### src/rtl/tsfs_pkg.sv
`timescale 1ns / 1ps
`default_nettype none
// ----------------------------------------------------------------------------
// tsfs_pkg
// Byte codes, widths and reset values for the text / STX frame splitter.
// ----------------------------------------------------------------------------
package tsfs_pkg;

  localparam int unsigned ByteW  = 8;
  localparam int unsigned OvhW   = 4;
  localparam int unsigned FrameW = 9;

  typedef logic [ByteW-1:0]  byte_t;
  typedef logic [OvhW-1:0]   ovh_t;
  typedef logic [FrameW-1:0] frame_cnt_t;

  localparam byte_t ChNewline = 8'h0A;
  localparam byte_t ChAck     = 8'h06;
  localparam byte_t ChNack    = 8'h15;
  localparam byte_t ChStx     = 8'h02;

  localparam ovh_t       OverheadReset = 4'd5;
  localparam frame_cnt_t FrameMinTotal = 9'd2;

endpackage : tsfs_pkg
`default_nettype wire

### src/rtl/text_and_stx_frame_splitter.sv
`timescale 1ns / 1ps
`default_nettype none
// ----------------------------------------------------------------------------
// text_and_stx_frame_splitter
// Splits a received serial byte stream into text segments and STX
// length-prefixed binary frames, tagging every byte with kind and marks.
// ----------------------------------------------------------------------------
//
//  channel | dir | handshake                 | payload
//  --------+-----+---------------------------+-------------------------------
//  in      | in  | in_valid_i / in_stall_o   | rx_byte_i
//  out     | out | out_valid_o / out_stall_i | out_byte_o, segment_kind_o,
//          |     |                           | segment_first_o, segment_last_o,
//          |     |                           | text_cut_o
//  cfg     | in  | cfg_valid_i / cfg_ready_o | cfg_data_i (frame_overhead)
//
//  One byte per cycle sustained while the output is not stalled; each accepted
//  byte shows up at the output register in the next cycle. The framing state and
//  the tagging logic sit between the input port and the single output register.
//  Reset (rst_ni low, asynchronous) returns to text mode with no open text
//  segment and frame_overhead = 5.
//  in_stall_o is high only while the output register holds a transaction
//  that the downstream side is stalling.
//  cfg_ready_o is always high; writes are expected only while idle.
//
module text_and_stx_frame_splitter
  import tsfs_pkg::*;
(
  input  wire logic              clk_i,
  input  wire logic              rst_ni,

  input  wire logic              cfg_valid_i,
  output logic                   cfg_ready_o,
  input  wire logic [OvhW-1:0]   cfg_data_i,

  input  wire logic              in_valid_i,
  output logic                   in_stall_o,
  input  wire logic [ByteW-1:0]  rx_byte_i,

  output logic                   out_valid_o,
  input  wire logic              out_stall_i,
  output logic [ByteW-1:0]       out_byte_o,
  output logic                   segment_kind_o,
  output logic                   segment_first_o,
  output logic                   segment_last_o,
  output logic                   text_cut_o
);

  // configuration
  ovh_t ovh_q;

  // framing state
  logic       in_frame_q, in_frame_d;
  logic       text_open_q, text_open_d;
  frame_cnt_t pos_q, pos_d;
  frame_cnt_t total_q, total_d;

  // output register
  logic  out_valid_q, out_valid_d;
  byte_t out_byte_q;
  logic  kind_q, first_q, last_q, cut_q;
  logic  kind_d, first_d, last_d, cut_d;

  logic       accept;
  frame_cnt_t len_sum;
  frame_cnt_t len_total;
  frame_cnt_t total_sel;
  logic [FrameW:0] pos_next;

  assign cfg_ready_o = 1'b1;

  // The output register frees up when its transaction leaves this cycle.
  assign in_stall_o = out_valid_q && out_stall_i;
  assign accept     = in_valid_i && !in_stall_o;

  // Length byte plus overhead, saturated so the frame is at least STX+L.
  assign len_sum   = {1'b0, rx_byte_i} + {{(FrameW-OvhW){1'b0}}, ovh_q};
  assign len_total = (len_sum < FrameMinTotal) ? FrameMinTotal : len_sum;
  assign total_sel = (pos_q == frame_cnt_t'(1)) ? len_total : total_q;
  assign pos_next  = {1'b0, pos_q} + {{FrameW{1'b0}}, 1'b1};

  always_comb begin
    in_frame_d  = in_frame_q;
    text_open_d = text_open_q;
    pos_d       = pos_q;
    total_d     = total_q;
    kind_d      = 1'b0;
    first_d     = 1'b0;
    last_d      = 1'b0;
    cut_d       = 1'b0;
    if (in_frame_q) begin
      // Every frame byte is data; only the count ends the frame.
      kind_d  = 1'b1;
      total_d = total_sel;
      if (pos_next >= {1'b0, total_sel}) begin
        last_d     = 1'b1;
        in_frame_d = 1'b0;
        pos_d      = '0;
      end else begin
        pos_d = pos_next[FrameW-1:0];
      end
    end else if (rx_byte_i == ChStx) begin
      // STX closes any open text segment without a last mark of its own.
      kind_d      = 1'b1;
      first_d     = 1'b1;
      cut_d       = text_open_q;
      text_open_d = 1'b0;
      in_frame_d  = 1'b1;
      pos_d       = frame_cnt_t'(1);
      total_d     = '0;
    end else begin
      first_d = !text_open_q;
      if (rx_byte_i inside {ChNewline, ChAck, ChNack}) begin
        last_d      = 1'b1;
        text_open_d = 1'b0;
      end else begin
        text_open_d = 1'b1;
      end
    end
  end

  always_comb begin
    if (accept) begin
      out_valid_d = 1'b1;
    end else if (out_stall_i) begin
      out_valid_d = out_valid_q;
    end else begin
      out_valid_d = 1'b0;
    end
  end

  always_ff @(posedge clk_i or negedge rst_ni) begin
    if (!rst_ni) begin
      ovh_q       <= OverheadReset;
      in_frame_q  <= 1'b0;
      text_open_q <= 1'b0;
      pos_q       <= '0;
      total_q     <= '0;
      out_valid_q <= 1'b0;
    end else begin
      if (cfg_valid_i && cfg_ready_o) begin
        ovh_q <= cfg_data_i;
      end
      if (accept) begin
        in_frame_q  <= in_frame_d;
        text_open_q <= text_open_d;
        pos_q       <= pos_d;
        total_q     <= total_d;
      end
      out_valid_q <= out_valid_d;
    end
  end

  // payload, no reset
  always_ff @(posedge clk_i) begin
    if (accept) begin
      out_byte_q <= rx_byte_i;
      kind_q     <= kind_d;
      first_q    <= first_d;
      last_q     <= last_d;
      cut_q      <= cut_d;
    end
  end

  assign out_valid_o     = out_valid_q;
  assign out_byte_o      = out_byte_q;
  assign segment_kind_o  = kind_q;
  assign segment_first_o = first_q;
  assign segment_last_o  = last_q;
  assign text_cut_o      = cut_q;

`ifndef ASSERT_OFF
  a_cut_on_stx: assert property (@(posedge clk_i) disable iff (!rst_ni)
    out_valid_o && text_cut_o |->
      segment_kind_o && segment_first_o && out_byte_o == ChStx)
    else $error("text cut flagged on a byte that is not a frame-opening STX");

  a_frame_pos: assert property (@(posedge clk_i) disable iff (!rst_ni)
    in_frame_q |-> pos_q != '0)
    else $error("frame position zero while inside a frame");

  a_stx_opens: assert property (@(posedge clk_i) disable iff (!rst_ni)
    accept && !in_frame_q && rx_byte_i == ChStx |=>
      in_frame_q && pos_q == frame_cnt_t'(1))
    else $error("STX in text mode did not open a frame");

  a_text_last: assert property (@(posedge clk_i) disable iff (!rst_ni)
    out_valid_o && !segment_kind_o && segment_last_o |->
      (out_byte_o == ChNewline || out_byte_o == ChAck || out_byte_o == ChNack))
    else $error("text segment ended on a non-terminator byte");
`endif

endmodule : text_and_stx_frame_splitter
`default_nettype wire

### config.mk
export PLATFORM = sky130hd
export DESIGN_NAME = text_and_stx_frame_splitter
export DESIGN_NICKNAME = d
export VERILOG_FILES = /design/src/rtl/tsfs_pkg.sv /design/src/rtl/text_and_stx_frame_splitter.sv
export SDC_FILE = /design/constraint.sdc
export NUM_CORES = 1
export LEC_CHECK = 0
export ABC_AREA = 1
export BUFFER_PORTS_ARGS = -buffer_cell sky130_fd_sc_hd__buf_4
export CELL_PAD_IN_SITES_DETAIL_PLACEMENT = 1
export CELL_PAD_IN_SITES_GLOBAL_PLACEMENT = 1
export CORE_MARGIN = 5
export CORE_UTILIZATION = 40
export CTS_BUF_LIST = sky130_fd_sc_hd__clkbuf_8
export DETAILED_ROUTE_END_ITERATION = 6
export GPL_TIMING_DRIVEN = 0
export PLACE_DENSITY_LB_ADDON = 0.1
export SLEW_MARGIN = 20
export SYNTH_ARGS = -nofsm -noshare
export SYNTH_HDL_FRONTEND = slang
export SYNTH_SLANG_ARGS = --single-unit
export TNS_END_PERCENT = 5
### constraint.sdc
create_clock -name clk_i -period 2.9 [get_ports clk_i]
set_input_delay 0.435 -clock clk_i [delete_from_list [all_inputs] [get_ports clk_i]]
set_output_delay 0.435 -clock clk_i [all_outputs]
set_load 0.01 [all_outputs]
### Word level (Yosys, flattened, before mapping)

Cells that the tools add are included.

| storage, ports and cells | value |
|---|---|
| register bits after elaboration | 37 |
| bits of input ports | 17 |
| output and inout bits | 15 |

| cells by class | value |
|---|---|
| $add $sub $neg | 2 |
| $lt $le $gt $ge | 2 |
| eq/ne operators | 6 |
| mux-type cells | 19 |
| bitwise operators | 2 |
| reduce and logical (&&, ||, !) cells | 9 |

Operator list:

| operator | count |
|---|---|
| $mux 9 | 7 |
| $mux 1 | 12 |
| $add 9x1->10 const B | 1 |
| $ge 10x9->1 | 1 |
| $add 8x4->9 | 1 |
| $eq 9x1->1 const B | 1 |
| $lt 9x2->1 const B | 1 |
| $eq 8x2->1 const B | 1 |
| $eq 8x3->1 const B | 1 |
| $eq 8x4->1 const B | 1 |
| $eq 8x5->1 const B | 1 |
| $reduce_and 2->1 | 2 |
| $reduce_bool 3->1 | 1 |
| $logic_and 1x1->1 | 2 |
| $logic_not 1->1 | 2 |
| $ne 2x1->1 const B | 1 |
| $not 1->1 | 2 |
| $reduce_bool 2->1 | 1 |
| $reduce_or 2->1 | 1 |

### Longest topological paths before layout

Gate-level depths: netlist (run 1).

| logic depth | value |
|---|---|
| depth in word-level cells | 7 |
| mapped depth | 25 |
| gate-level depth less buffers | 25 |

### Worst setup path before layout (run 1)

Ideal clock, no wire load.

| timing | value |
|---|---|
| path kind | register to register |
| start | reg ovh_q[0] |
| end | reg last_q, in the netlist segment_last_o, data pin |
| arrival | 2.700 ns |
| data required time | 2.645 ns |
| slack | -0.055 ns |
| stages on the path, launching flop included | 25 |
| period minus slack after synthesis | 2.955 ns |
| cell sequence | dfstp_2 > ha_1 > inv_1 > fa_1 > inv_1 > nand3_1 > nand2_1 > nand2_1 > nand2_1 > nand2_1 > nor2_1 > nand3_1 > nand2_1 > nand2_1 > ha_1 > inv_1 > nand2_1 > a21oi_1 > o21ai_0 > nand2_1 > nand2_1 > nand2_1 > nand2_4 > nand2_1 > nand2_1 |

| on the way | value |
|---|---|
| word-level cells in the longest chain between the ends | 7 |

Ends and longest elaborated chain:

| element | line | source |
|---|---|---|
| start, declared | text_and_stx_frame_splitter.sv:50 | `ovh_t ovh_q;` |
| start signal, assigned | text_and_stx_frame_splitter.sv:134 | `ovh_q <= OverheadReset;` |
| start signal, assigned | text_and_stx_frame_splitter.sv:142 | `ovh_q <= cfg_data_i;` |
| $add 8x4->9 * | text_and_stx_frame_splitter.sv:77 | `assign len_sum = {1'b0, rx_byte_i} + {{(FrameW-OvhW){1'b0}}, ovh_q};` |
| $lt 9x2->1 | text_and_stx_frame_splitter.sv:78 | `assign len_total = (len_sum < FrameMinTotal) ? FrameMinTotal : len_sum;` |
| $mux 9 * | text_and_stx_frame_splitter.sv:78 |  |
| $mux 9 * | text_and_stx_frame_splitter.sv:79 | `assign total_sel = (pos_q == frame_cnt_t'(1)) ? len_total : total_q;` |
| $ge 10x9->1 * | text_and_stx_frame_splitter.sv:95 | `if (pos_next >= {1'b0, total_sel}) begin` |
| $mux 1 * | text_and_stx_frame_splitter.sv:95 |  |
| $mux 1 * | text_and_stx_frame_splitter.sv:91 | `if (in_frame_q) begin` |
| net last_d | text_and_stx_frame_splitter.sv:62 | `logic kind_d, first_d, last_d, cut_d;` |
| end signal, assigned | text_and_stx_frame_splitter.sv:160 | `last_q <= last_d;` |
| end, declared | text_and_stx_frame_splitter.sv:61 | `logic kind_q, first_q, last_q, cut_q;` |

The timed path passes the listed nets; every way through them passes the cells marked *.
A chain may end at the register's enable or synchronous reset.

### Worst setup path after layout (run 1)

Same ends and word-level chain as after synthesis.

==> flow_summary.json, run 1 <==
{
  "synth_area_leaders": "dfrtp_1 (25%), edfxtp_1 (16%), nand2_1 (12%)",
  "cap_violations": 0,
  "switchingPower_mw": 1.12,
  "rsz0062_at_grt": "true",
  "dr.first_iter.drc_count": 57,
  "synth_flop_cell": "dfrtp_1",
  "grt.overflow.total": 0,
  "finClkSkew_ns": 0.00436,
  "core-area_um2": 5540,
  "antenna_found_initial": 0,
  "reg2regPathDepth": 24,
  "r2r-start": "ovh_q[0]$_DFFE_PN1P_",
  "yosys-top-cells-count": "nand2_1 (76), inv_1 (35), dfrtp_1 (23)",
  "num_vias": 1981,
  "p_leak_nw": 1.44,
  "r2r-end": "segment_last_o$_DFFE_PP_",
  "syn_area_per_cell_um2": 8.28,
  "port_buffers": 30,
  "place_inst": 379,
  "p_int_mw": 1.49,
  "clockBufferDepth": 2,
  "slew_violations": 0,
  "layout.nets": 357,
  "dr.pass1.iters": 4,
  "drive_gt1_share_pct": 36.9,
  "grt_pass1_wl_um": 9410,
  "power.density_nw_per_um2": 893,
  "grt_use_total_pct": 16.2,
  "fillers": 671,
  "syn_inst": 277,
  "busiest_layer": "met2",
  "finalCritPeriodShare_pct": 107,
  "num_io_pins": 32,
  "power_frac_seq_pct": 29.6,
  "dp_hpwl_um": 4240,
  "cp_data_arrival_time_ns": 3.16,
  "grt_pass1_vias": 1981,
  "place_congestion": 0.779,
  "synthDominantCellAreaShare_pct": 25.1,
  "ys_seq_area_share_pct": 43.1,
  "via_per_inst": 4.99,
  "dieArea_um2": 7340,
  "synth-seq-cells": 37,
  "syn-num-nets": 310,
  "path_max_fanout": 3,
  "worstSkewPairLatency_ns": 0.29,
  "clockPowerShare_pct": 13.7,
  "cts_tree": "done",
  "synth-async-reset-ratio_pct": 67.6,
  "critPathRequiredTime_ns": 2.96,
  "drc": 0,
  "reg2reg_slack_ns": -0.20,
  "grt_max_degree": 26,
  "wl_um": 5700,
  "syn_area_um2": 2290,
  "path_class": "flip-flop to flip-flop",
  "die_h_um": 85.7,
  "wl_per_cell_um": 14.4,
  "root_buffer": "clkbuf_8",
  "use_met1_pct": 21.3,
  "fp.dieW_um": 85.7,
  "run_status": "complete, but fails checks",
  "synth_edf_count": 12,
  "ir_drop_v": 0.000474,
  "numCtsBuffers": 5,
  "p_sw_share_pct": 42.9,
  "min_path_type": "input port to asynchronous set/reset pin",
  "timing_hold_violations_final": 0,
  "comb_power_share_pct": 56.7,
  "synth_top_area_cell": "dfrtp_1",
  "min_period_ns": 3.10,
  "synthToLayoutAreaGrowth_pct": 27.2,
  "synthDistinctLibCells": 32,
  "rows": 27,
  "start_util_pct": 41.4,
  "setup_slack_ns": -0.200,
  "fmax_ghz": 0.323,
  "yosysMostFrequentCell": "nand2_1",
  "grtUsageMet3_pct": 3.36,
  "htreeDepth": 2,
  "finalSetupViolCount": 11,
  "crit_path_end_kind": "flip-flop",
  "critPathLaunchType": "flip-flop",
  "antenna_cells": 0,
  "met2_usage_pct": 27.0,
  "ys_warn_count": 0,
  "ant_nets": 0,
  "p_total_mw": 2.60,
  "violations": "negative setup slack",
  "instances_no_fill": 397,
  "path_clk_slew_ns": 0.08,
  "clock_sinks": 37
}
## layout make-up
type                    count  area (um^2)  share of cell area (%)
multi-input cells         193         1250                    42.7
flip-flops and latches     37          988                    33.9
repair buffers             40          313                    10.7
inverters                  44          165                    5.67
well taps                  72         90.1                    3.09
clock buffers               5         68.8                    2.36
plain buffers               3         30.0                    1.03
clock inverters             3         13.8                   0.472
## kinds of logic (layout without fill, tap and decap cells)
| group | after synthesis | after routing | share of synthesized area, % |
|---|---|---|---|
| AOI/OAI and AO/OA | 36 | 36 | 9.33 |
| xor gates and xnor gates | 6 | 6 | 2.29 |
| adders and majority gates | 16 | 16 | 9.06 |
| buffers and inverters | 47 | 95 | 8.52 |
| DFF | 37 | 37 | 43.1 |
| muxes | 3 | 3 | 1.47 |
| other | 1 | 1 | 0.164 |
| and+or+nand+nor | 131 | 131 | 26.0 |
## sequential cells by signal, indices dropped and copies added, names as in the netlist
name	cells
out_valid_o	1
segment_first_o	1
in_frame_q	1
text_cut_o	1
total_q	9
ovh_q	4
segment_kind_o	1
pos_q	9
segment_last_o	1
text_open_q	1
out_byte_o	8
## cell usage in the layout (no fill, tap or decap), types with 10 or more instances in the layout
cell,n
buf_4,40
dfrtp_1,23
edfxtp_1,12
ha_1,13
inv_1,33
inv_2,12
nand2_1,62
nand2_2,21
nand3_1,13
nor2_1,12
o21ai_0,10
## how the worst max path moves through the flow
stage	endpoint	slack (ns)	start
after global placement	segment_last_o$_DFFE_PP_	-0.46	rx_byte_i[0]
after CTS	segment_last_o$_DFFE_PP_	-0.27	ovh_q[0]$_DFFE_PN1P_
after floorplan	segment_last_o$_DFFE_PP_	0.004	ovh_q[0]$_DFFE_PN1P_
final	segment_last_o$_DFFE_PP_	-0.20	ovh_q[0]$_DFFE_PN1P_
after global routing	segment_last_o$_DFFE_PP_	-0.40	ovh_q[0]$_DFFE_PN1P_
after detailed placement	in_frame_q$_DFFE_PN0P_	-0.49	rx_byte_i[0]
## what timing repair did
item | in CTS | in global routing
pin swaps | 7 | 20
gates resized for setup | 11 | 28
hold buffers | 0 | 0
setup endpoints to repair | 11 | 11
buffers inserted | 2 | 8
## power by group through the flow
stage                     logic, mW  clock network (mW)  registers (mW)
final                          1.48               0.358           0.771
after global routing           1.64               0.398           0.788
after CTS                      1.28               0.367           0.765
after detailed placement       1.14                   0           0.772
after global placement         1.09                   0           0.763
after floorplan               0.845                   0           0.752
## routing by layer
layer  vias to the layer above  routed length [um]
li1                        996                   -
met1                       954                2630
met2                        26                2830
met3                         5                 188
met4                         0                  56
met5                         -                   0
## through the flow
step / setup TNS (ns) / setup slack [ns] / utilization [%] / area, um^2 / hold WS [ns]
6_report: -1.90 / -0.200 / 52.6 / 2920 / 0.0480
5_1_grt: -4.13 / -0.404 / 52.6 / 2920 / 0.0663
4_1_cts: -2.81 / -0.274 / 49.7 / 2750 / 0.0622
3_5_place_dp: -4.23 / -0.492 / 47.1 / 2610 / 0.378
3_3_place_gp: -3.79 / -0.458 / 47.1 / 2610 / 0.377
2_1_floorplan: 0 / 0.00404 / - / 2290 / 0.139
## worst max-delay path, cell delays in order (launching register included)
cell,delay [ns]
dfstp_2,0.56
ha_4,0.14
inv_2,0.04
fa_2,0.36
inv_2,0.06
nand3_2,0.07
nand2_2,0.11
nand2_2,0.06
nand2_1,0.07
nand2_2,0.06
nor2_2,0.11
nand3_2,0.12
nand2_2,0.09
nand2_2,0.07
ha_4,0.22
inv_2,0.04
nand2_2,0.04
a21oi_2,0.15
o21ai_2,0.08
nand2_1,0.07
nand2_1,0.05
nand2_2,0.08
nand2_4,0.08
nand2_4,0.08
nand2_2,0.04
Power figures use the tool's default switching activity.
==> run 2, diff against run 1 <==
--- a/config.mk
+++ b/config.mk
@@ -15,6 +15,7 @@
 export DETAILED_ROUTE_END_ITERATION = 6
 export GPL_TIMING_DRIVEN = 0
 export PLACE_DENSITY_LB_ADDON = 0.1
+export SETUP_SLACK_MARGIN = 0.2
 export SLEW_MARGIN = 20
 export SYNTH_ARGS = -nofsm -noshare
 export SYNTH_HDL_FRONTEND = slang
==> flow_summary.json, run 2 (same netlist as run 1, synthesis figures left out) <==
{
  "dr.pass1.iters": 4,
  "design_area_um2": 2940,
  "dp_hpwl_um": 4310,
  "place_congestion": 0.800,
  "grt.overflow.total": 0,
  "cap_violations": 0,
  "fillers": 676,
  "final_common_cell": "nand2_1",
  "finalCritPeriodShare_pct": 107,
  "p_leak_nw": 1.43,
  "numCtsBuffers": 5,
  "cp-startpoint": "ovh_q[0]$_DFFE_PN1P_",
  "ant_nets": 0,
  "grt_pass1_wl_um": 10000,
  "r2r-start": "ovh_q[0]$_DFFE_PN1P_",
  "port_buffers": 30,
  "instances_no_fill": 393,
  "clockPowerShare_pct": 18.0,
  "wl_per_cell_um": 14.8,
  "max_slew_margin_pct": 64.3,
  "critPathLaunchType": "flip-flop",
  "tns_ns": -1.93,
  "crit_path_end_kind": "flip-flop",
  "drc": 0,
  "clock_sinks": 37,
  "fmax_ghz": 0.322,
  "antenna_found_initial": 0,
  "via_per_inst": 5.06,
  "clockBufferDepth": 2,
  "grt_max_degree": 26,
  "path_class": "flip-flop to flip-flop",
  "placed_area_um2": 2630,
  "comb_power_share_pct": 53.1,
  "grt_pass1_vias": 2136,
  "layout_common_cells": "nand2_1 (63), buf_4 (34), inv_1 (33), dfrtp_1 (23), nand2_2 (19)",
  "reg2regPathDepth": 25,
  "path_clk_slew_ns": 0.08,
  "start_util_pct": 41.4,
  "reg2reg_slack_ns": -0.21,
  "wl_um": 5830,
  "drive_gt1_share_pct": 35.8,
  "htreeDepth": 2,
  "hold_buffers": 0,
  "cts_tree": "done",
  "final_util_pct": 53.1,
  "p_int_mw": 1.55,
  "place_inst": 379,
  "setup_slack_ns": -0.207,
  "num_vias": 1989,
  "path_max_fanout": 3,
  "num_io_pins": 32,
  "finClkSkew_ns": 0.00429,
  "r2r-end": "segment_last_o$_DFFE_PP_",
  "power_frac_seq_pct": 28.9,
  "worstSkewPairLatency_ns": 0.29,
  "p_sw_share_pct": 41.5,
  "synthToLayoutAreaGrowth_pct": 28.4,
  "layout.nets": 353,
  "core-area_um2": 5540,
  "holdWs_ns": 0.0446,
  "slew_violations": 0,
  "critPathRequiredTime_ns": 2.96,
  "dr.first_iter.drc_count": 45,
  "finalSetupViolCount": 11,
  "cp_data_arrival_time_ns": 3.16,
  "power.density_nw_per_um2": 901,
  "min_path_type": "input port to asynchronous set/reset pin",
  "root_buffer": "clkbuf_8",
  "ir_drop_v": 0.000524,
  "tightest_slew_ns": 0.536,
  "rows": 27,
  "fp.dieW_um": 85.7,
  "timing_hold_violations_final": 0,
  "die_h_um": 85.7,
  "grt_use_total_pct": 17.0,
  "run_status": "complete, but fails checks",
  "antenna_cells": 0,
  "rsz0062_at_grt": "true",
  "violations": "negative setup slack",
  "min_period_ns": 3.11,
  "dieArea_um2": 7340,
  "switchingPower_mw": 1.10
}
==> run 2: changes by cell type in the layout (fill, tap and decap cells not counted), sizes merged <==
| cell | before | now |
|---|---|---|
| clkbuf | 5 | 6 |
| bufinv | 0 | 1 |
| buf | 43 | 39 |
| clkinv | 2 | 0 |
==> run 2: critical path, cell delays in order, from the launching register on <==
cell and delay [ns]:
dfstp_2 0.56, ha_4 0.15, inv_2 0.03, fa_2 0.35, inv_2 0.08, nand3_4 0.07, nand2_4 0.10, buf_6 0.09
buf_6 0.08, nand3_2 0.06, nand2_2 0.08, nor2_2 0.05, nand3_2 0.11, nand2_2 0.05, nand2_2 0.08, ha_4 0.20
inv_2 0.05, nand2_2 0.05, a21oi_2 0.14, o21ai_2 0.09, nand2_1 0.07, nand2_1 0.06, nand2_2 0.08, nand2_4 0.07
nand2_4 0.08, nand2_2 0.04
==> run 2: how the worst max path moves through the flow <==
stage	to	slack [ns]
2_1_floorplan	segment_last_o$_DFFE_PP_	0.08
6_report	segment_last_o$_DFFE_PP_	-0.21
3_5_place_dp	segment_last_o$_DFFE_PP_	-0.44
4_1_cts	segment_last_o$_DFFE_PP_	-0.27
3_3_place_gp	segment_last_o$_DFFE_PP_	-0.36
5_1_grt	segment_last_o$_DFFE_PP_	-0.41
==> run 2: stage by stage <==
step / setup WS (ns) / power, mW
CTS: -0.273 / 2.60
global route: -0.411 / 2.89
detailed placement: -0.442 / 1.92
finish: -0.207 / 2.65
global placement: -0.358 / 1.88
floorplan: 0.0753 / 1.61
==> run 2: power by group through the flow <==
stage | Combinational, mW | Clock [mW] | Sequential (mW)
after floorplan | 0.861 | 0 | 0.753
after global placement | 1.11 | 0 | 0.763
after detailed placement | 1.15 | 0 | 0.774
after CTS | 1.35 | 0.487 | 0.765
after global routing | 1.59 | 0.510 | 0.784
final | 1.41 | 0.478 | 0.766
==> run 2: area by class of cell <==
class                           instances  area, um^2  share of cell area, %
Clock inverter                          2        33.8                   1.15
Tap cell                               72        90.1                   3.06
Buffer                                  3        30.0                   1.02
Sequential cell                        37         988                   33.6
Timing Repair Buffer                   36         290                   9.86
Clock buffer                            6        82.6                   2.80
Inverter                               44         165                   5.61
Multi-Input combinational cell        193        1260                   42.9
==> run 2: metal layers <==
metal	track usage (%)	routed length (um)	vias to the layer above
met5	0	0	-
met4	4.03	61	0
met3	3.07	197	7
met2	29.2	2980	29
met1	22.2	2590	968
li1	-	-	985
==> run 2: what timing repair did <==
action / in CTS / in global routing
gates resized for setup: 18 / 19
pin swaps: 6 / 15
setup buffers: 2 / 4
setup endpoints to repair: 11 / 11
